### config.mk
export PLATFORM = sky130hd
export DESIGN_NAME = eig_isqrt
export DESIGN_NICKNAME = d
export VERILOG_FILES = /design/src/rtl/eig_pkg.sv /design/src/rtl/eig_isqrt.sv
export SDC_FILE = /design/constraint.sdc
export NUM_CORES = 2
export LEC_CHECK = 0
export BUFFER_PORTS_ARGS = -buffer_cell sky130_fd_sc_hd__buf_2
export CORE_MARGIN = 8
export CORE_UTILIZATION = 30
export DETAILED_ROUTE_END_ITERATION = 10
export PLACE_DENSITY_LB_ADDON = 0.15
export SYNTH_ARGS = -nofsm -noshare
export SYNTH_HDL_FRONTEND = slang
export SYNTH_MEMORY_MAX_BITS = 65536
export SYNTH_SLANG_ARGS = --single-unit
### constraint.sdc
create_clock -name clock -period 3.1 [get_ports clock]
set_input_delay 0.93 -clock clock [delete_from_list [all_inputs] [get_ports clock]]
set_output_delay 0.93 -clock clock [all_outputs]
set_load 0.005 [all_outputs]
### src/rtl/eig_pkg.sv
`timescale 1ns / 1ps
`default_nettype none

package eig_pkg;

   // field widths
   localparam int DATA_W  = 32;
   localparam int TOL_W   = 16;
   localparam int VEC_W   = 35;
   localparam int NORM_W  = 31;

   // square root unit: radicand and root widths, one root bit per stage
   localparam int RAD_W   = 66;
   localparam int ROOT_W  = 33;
   localparam int ISQ_LAT = ROOT_W;

   // quotient bits of the unit-vector divider, one per stage
   localparam int DIV_STEPS = 31;

   // msb position of a normalized component
   localparam logic [5:0] NORM_MSB = 6'd30;

   localparam logic signed [DATA_W-1:0] Q30_ONE = 32'sh4000_0000;
   localparam logic signed [DATA_W-1:0] SAT_MAX = 32'sh7fff_ffff;
   localparam logic signed [DATA_W-1:0] SAT_MIN = 32'sh8000_0000;

   // status codes
   localparam logic [1:0] STAT_OK   = 2'd0;
   localparam logic [1:0] STAT_CPLX = 2'd1;
   localparam logic [1:0] STAT_ZERO = 2'd2;

   typedef struct packed {
      logic signed [DATA_W-1:0] e00;
      logic signed [DATA_W-1:0] e01;
      logic signed [DATA_W-1:0] e10;
      logic signed [DATA_W-1:0] e11;
   } mat_type;

   // front half side data
   typedef struct packed {
      mat_type             mat;
      logic signed [32:0]  trace;
      logic                cplx;
   } fr_type;

   // per-item data common to both eigenvector lanes
   typedef struct packed {
      logic signed [33:0]  lmaj;
      logic signed [33:0]  lmin;
      logic                cplx;
   } cm_type;

   // per-eigenvector lane data
   typedef struct packed {
      logic              sx;
      logic              sy;
      logic              diag;
      logic              dx;
      logic              zero;
      logic [NORM_W-1:0] nx;
      logic [NORM_W-1:0] ny;
   } ln_type;

   // magnitude of a sign-extended vector value
   function automatic logic [VEC_W-1:0] mag35(input logic signed [VEC_W-1:0] v);
      logic [VEC_W-1:0] r;
      r = v[VEC_W-1] ? VEC_W'(-v) : VEC_W'(v);
      return r;
   endfunction

endpackage

`default_nettype wire

### src/rtl/eig_isqrt.sv
`timescale 1ns / 1ps
`default_nettype none

// pipelined floor square root, one root bit per stage
module eig_isqrt import eig_pkg::*; (
   input  wire logic              clock,
   input  wire logic [RAD_W-1:0]  rad,
   output logic      [ROOT_W-1:0] root
);

   localparam int REM_W = ROOT_W + 2;

   logic [RAD_W-1:0]  rad_ff  [ROOT_W];
   logic [REM_W-1:0]  rem_ff  [ROOT_W];
   logic [ROOT_W-1:0] root_ff [ROOT_W];

   for (genvar g = 0; g < ROOT_W; g++) begin : g_step
      logic [RAD_W-1:0]  rad_in;
      logic [REM_W-1:0]  rem_in;
      logic [ROOT_W-1:0] root_in;
      logic [REM_W+1:0]  shift_rem;
      logic [REM_W+1:0]  trial;

      if (g == 0) begin : g_first
         assign rad_in  = rad;
         assign rem_in  = '0;
         assign root_in = '0;
      end else begin : g_next
         assign rad_in  = rad_ff[g-1];
         assign rem_in  = rem_ff[g-1];
         assign root_in = root_ff[g-1];
      end

      // bring down the next bit pair and try the odd trial value
      assign shift_rem = {rem_in, rad_in[RAD_W-1 -: 2]};
      assign trial     = {2'b00, root_in, 2'b01};

      always_ff @(posedge clock) begin
         rad_ff[g] <= rad_in << 2;
         if (shift_rem >= trial) begin
            rem_ff[g]  <= REM_W'(shift_rem - trial);
            root_ff[g] <= {root_in[ROOT_W-2:0], 1'b1};
         end else begin
            rem_ff[g]  <= shift_rem[REM_W-1:0];
            root_ff[g] <= {root_in[ROOT_W-2:0], 1'b0};
         end
      end
   end

   assign root = root_ff[ROOT_W-1];

endmodule

`default_nettype wire
==> impl_metrics.toml <==
[grt]
initial_antenna_violation_count = 2
track_usage_pct = 13.6
via_count_of_the_first_global_routing_pass = 70700
grt_first_pass_wirelength_um = 385000
grt_max_degree = 36
globalRouteOverflowTotal = 0

[worst_setup_path]
critical_path.slowest_cell = "sky130_fd_sc_hd__or4_4"
critPathKind = "reg2reg"
cp.arrival_ps = 4010
sum_of_buffers_and_inverters_on_the_critical_path = 0
critical_path.endpoint_type = "flop"
cp_slowest_stage_delay_ps = 470
startpoint_type_of_the_worst_setup_path = "flop"
cp_top_family = "simple AND/OR/NAND/NOR gates"
critical_path_required_ps = 3920
critical-path-top-cell-by-count = "sky130_fd_sc_hd__or4_4"
timing.critical_path.cells = "or3_4 > or3_4 > or4_4 > a41o_1 > or4_4 > or4_4 > nor2b_4 > and2_4 > nand3b_1 > xnor2_1"
worstPathMaxFanout = 5

[timing]
rsz0062_at_grt = "yes"
fin_skew_ps = 53.0
setup_viol_count_final = 35
max-slew-margin-rel_pct = 48.1
tightestPinTransition_ps = 759
final_critical_path_time_including_i_o_delays_and_setup_ps = 3190
timing.fmax_mhz = 314
timing_max_transition_violations_final = 0
final_hold_viol_count = 0
holdWs_ps = 135
final_min_period_over_clock_period_pct = 103
fin_ws_ps = -86.5

[cts]
ctsHtreeMaxLevel = 5
clock-root-buffer = "sky130_fd_sc_hd__clkbuf_16"
tritoncts_clock_tree = "built"
worstSkewPairLatency_ps = 910
clock_path_buffers = 4
cts_inserted_buffers = 299
cts.sinks = 2684
post_cts_hold_buffer_count = 0
clkSlewWorstSetupHoldPaths_ps = 60

[route]
post-route-drc-count = 0
first_iter_violations = 3655
vias_per_cell = 4.50
drt_pass1_iterations = 5
route.vias.total = 69900
ant_nets = 0
totalWireLength_um = 245000
wl_per_cell_um = 15.8

[status]
run_status = "finished, violations left"
violations = "setup timing"

[synth]
syn-cell-area_um2 = 98000
post_synth_edffs = 0
yosys_warnings = 0
synth_area_leader_cell = "sky130_fd_sc_hd__dfxtp_1"
syn_nets = 10300
synth.ff_latch_count = 2684
postSynth.topFlopCell = "sky130_fd_sc_hd__dfxtp_1"
distinct_cell_type_count_of_the_synthesized_netlist = 94
netlist.area_leader.share_pct = 54.8
synth-async-reset-ratio_pct = 0
synth.avg_cell_area_um2 = 10.2
syn_inst = 9639
synth_sequential_area_ratio_pct = 54.8
synthTopCellsByArea = "sky130_fd_sc_hd__dfxtp_1 55%, sky130_fd_sc_hd__ha_1 7.6%, sky130_fd_sc_hd__xnor2_1 4.4%"

[die]
core-area_um2 = 326000
io_pins = 100
placementRows = 210
initial_standard_cell_utilization_of_the_core_pct = 30.1
die_area_um2 = 345000
die_w_um = 588
die_h_um = 588

[place]
gpl_wtd_cong = 0.850
hpwlAfterDp_um = 188000
placed_cells = 14900
post_dp_cell_area_um2 = 111000
buffer_ports.inserted = 99

[finish]
layout-drive-gt1-share_pct = 21.2
layout.core_utilization_pct = 38.5
area_growth_syn_to_layout_pct = 28.0
filler_cell_count = 32000
final_nets = 11600
final_area_um2 = 125000
final_cells = 15500

[power_and_ir_drop]
ir_worst_vdd_v = 0.000478
power.static_leakage_nw = 58.7
p_per_area_nw_per_um2 = 780

[job]
max-cap-violations = 0

[worst_hold_path]
min-delay-path-class = "in2reg"
## cells in the final DEF, fill, tap and decap left out, types with 108 or more instances in the layout
master / n
sky130_fd_sc_hd__nand2_1: 576
sky130_fd_sc_hd__nor3_1: 212
sky130_fd_sc_hd__inv_1: 757
sky130_fd_sc_hd__clkbuf_16: 309
sky130_fd_sc_hd__nand3_1: 149
sky130_fd_sc_hd__nand2b_1: 113
sky130_fd_sc_hd__a21o_1: 279
sky130_fd_sc_hd__xnor2_1: 480
sky130_fd_sc_hd__buf_4: 1009
sky130_fd_sc_hd__a21oi_1: 603
sky130_fd_sc_hd__o21a_1: 108
sky130_fd_sc_hd__dfxtp_1: 2634
sky130_fd_sc_hd__o21ai_0: 362
sky130_fd_sc_hd__xor2_1: 406
sky130_fd_sc_hd__ha_1: 558
sky130_fd_sc_hd__nor2_1: 599
## routing by layer
metal  wire length [um]  GRT usage, %  share of wire (%)  vias up
met1             111000          17.3                 45    32800
met2             118000          23.9                 48     1121
met5                  0             0                  0        -
li1                   -             -                  -    35600
met4               6180          3.66                2.5        0
met3               9750          2.14                4.0      386
## registers in the layout (all words and copies together), names as in the netlist
register / count
rem_ff: 1067
root_ff: 561
rad_ff: 1056
## where the power goes
part / internal (mW) / switching (mW)
Sequential: 40.0 / 4.55
Clock: 21.4 / 14.4
Combinational: 8.57 / 8.84
Total: 70.1 / 27.8
## cell usage after synthesis, types with 157 or more instances
cell type and instances:
sky130_fd_sc_hd__a21oi_1 670, sky130_fd_sc_hd__dfxtp_1 2684, sky130_fd_sc_hd__inv_1 764, sky130_fd_sc_hd__ha_1 596, sky130_fd_sc_hd__clkbuf_1 157, sky130_fd_sc_hd__nand3_1 163
sky130_fd_sc_hd__nor3_1 262, sky130_fd_sc_hd__nand2_1 598, sky130_fd_sc_hd__xnor2_1 491, sky130_fd_sc_hd__xor2_1 407, sky130_fd_sc_hd__nor2_1 629, sky130_fd_sc_hd__o21ai_0 435
sky130_fd_sc_hd__a21o_1 280
## final timing paths
kind | endpoint | from | slack [ps] | cells after the start
worst max register to register | rem_ff[9][20] | rem_ff[8][28] | -90 | 10
worst max-delay path | rem_ff[9][20] | rem_ff[8][28] | -90 | 10
worst min-delay path | rad_ff[0][19] | rad[19] | 140 | 1
worst min register to register | rad_ff[0][572] | rad_ff[0][506] | 300 | 0
## cell families (layout without fill, tap and decap cells)
family | after synthesis | count (layout) | synth area share [%]
multiplexers | 106 | 106 | 1.20
AND/OR/NAND/NOR | 2477 | 2478 | 12.5
flip-flops | 2684 | 2684 | 54.8
buffers and inverters | 951 | 2485 | 3.66
adder cells (fa/ha/maj) | 596 | 596 | 7.61
AO/OA/AOI/OAI | 1926 | 1926 | 12.2
XOR/XNOR | 898 | 898 | 8.03
other | 1 | 3 | 0.00383
## worst reg2reg max path: cells and delay by family (launching register included)
family	cells	cell delay, ps
xor+xnor	1	120
simple gates	8	2450
compound gates	1	230
flops	1	320
## cell type report
type                    count  area, um^2  share of cell area, %
diodes                      2        5.00                0.00399
clock buffers             399        8370                   6.67
clock inverters           139        1770                   1.41
inverters                 768        2900                   2.31
multi-input cells        6005       43900                   35.0
flip-flops and latches   2684       53800                   42.9
well taps                4346        5440                   4.34
repair buffers           1179        9260                   7.38
## through the flow
step | total power, mW | TNS [ps] | worst slack (ps)
2_1_floorplan | 54.1 | -47.0 | -24.6
3_3_place_gp | 61.3 | -32120 | -623
3_5_place_dp | 61.3 | -41250 | -533
4_1_cts | 98.4 | -1470 | -77.1
5_1_grt | 103 | -7480 | -176
6_report | 97.8 | -1620 | -86.5
## what timing repair did
item	in CTS	in global routing
endpoints found under the hold margin	0	0
cloned	6	8
gates resized for setup	201	563
pin swaps	67	163
endpoints found under the setup margin	447	620
buffers inserted	35	56
No activity file was read; power rests on OpenSTA's default activity.
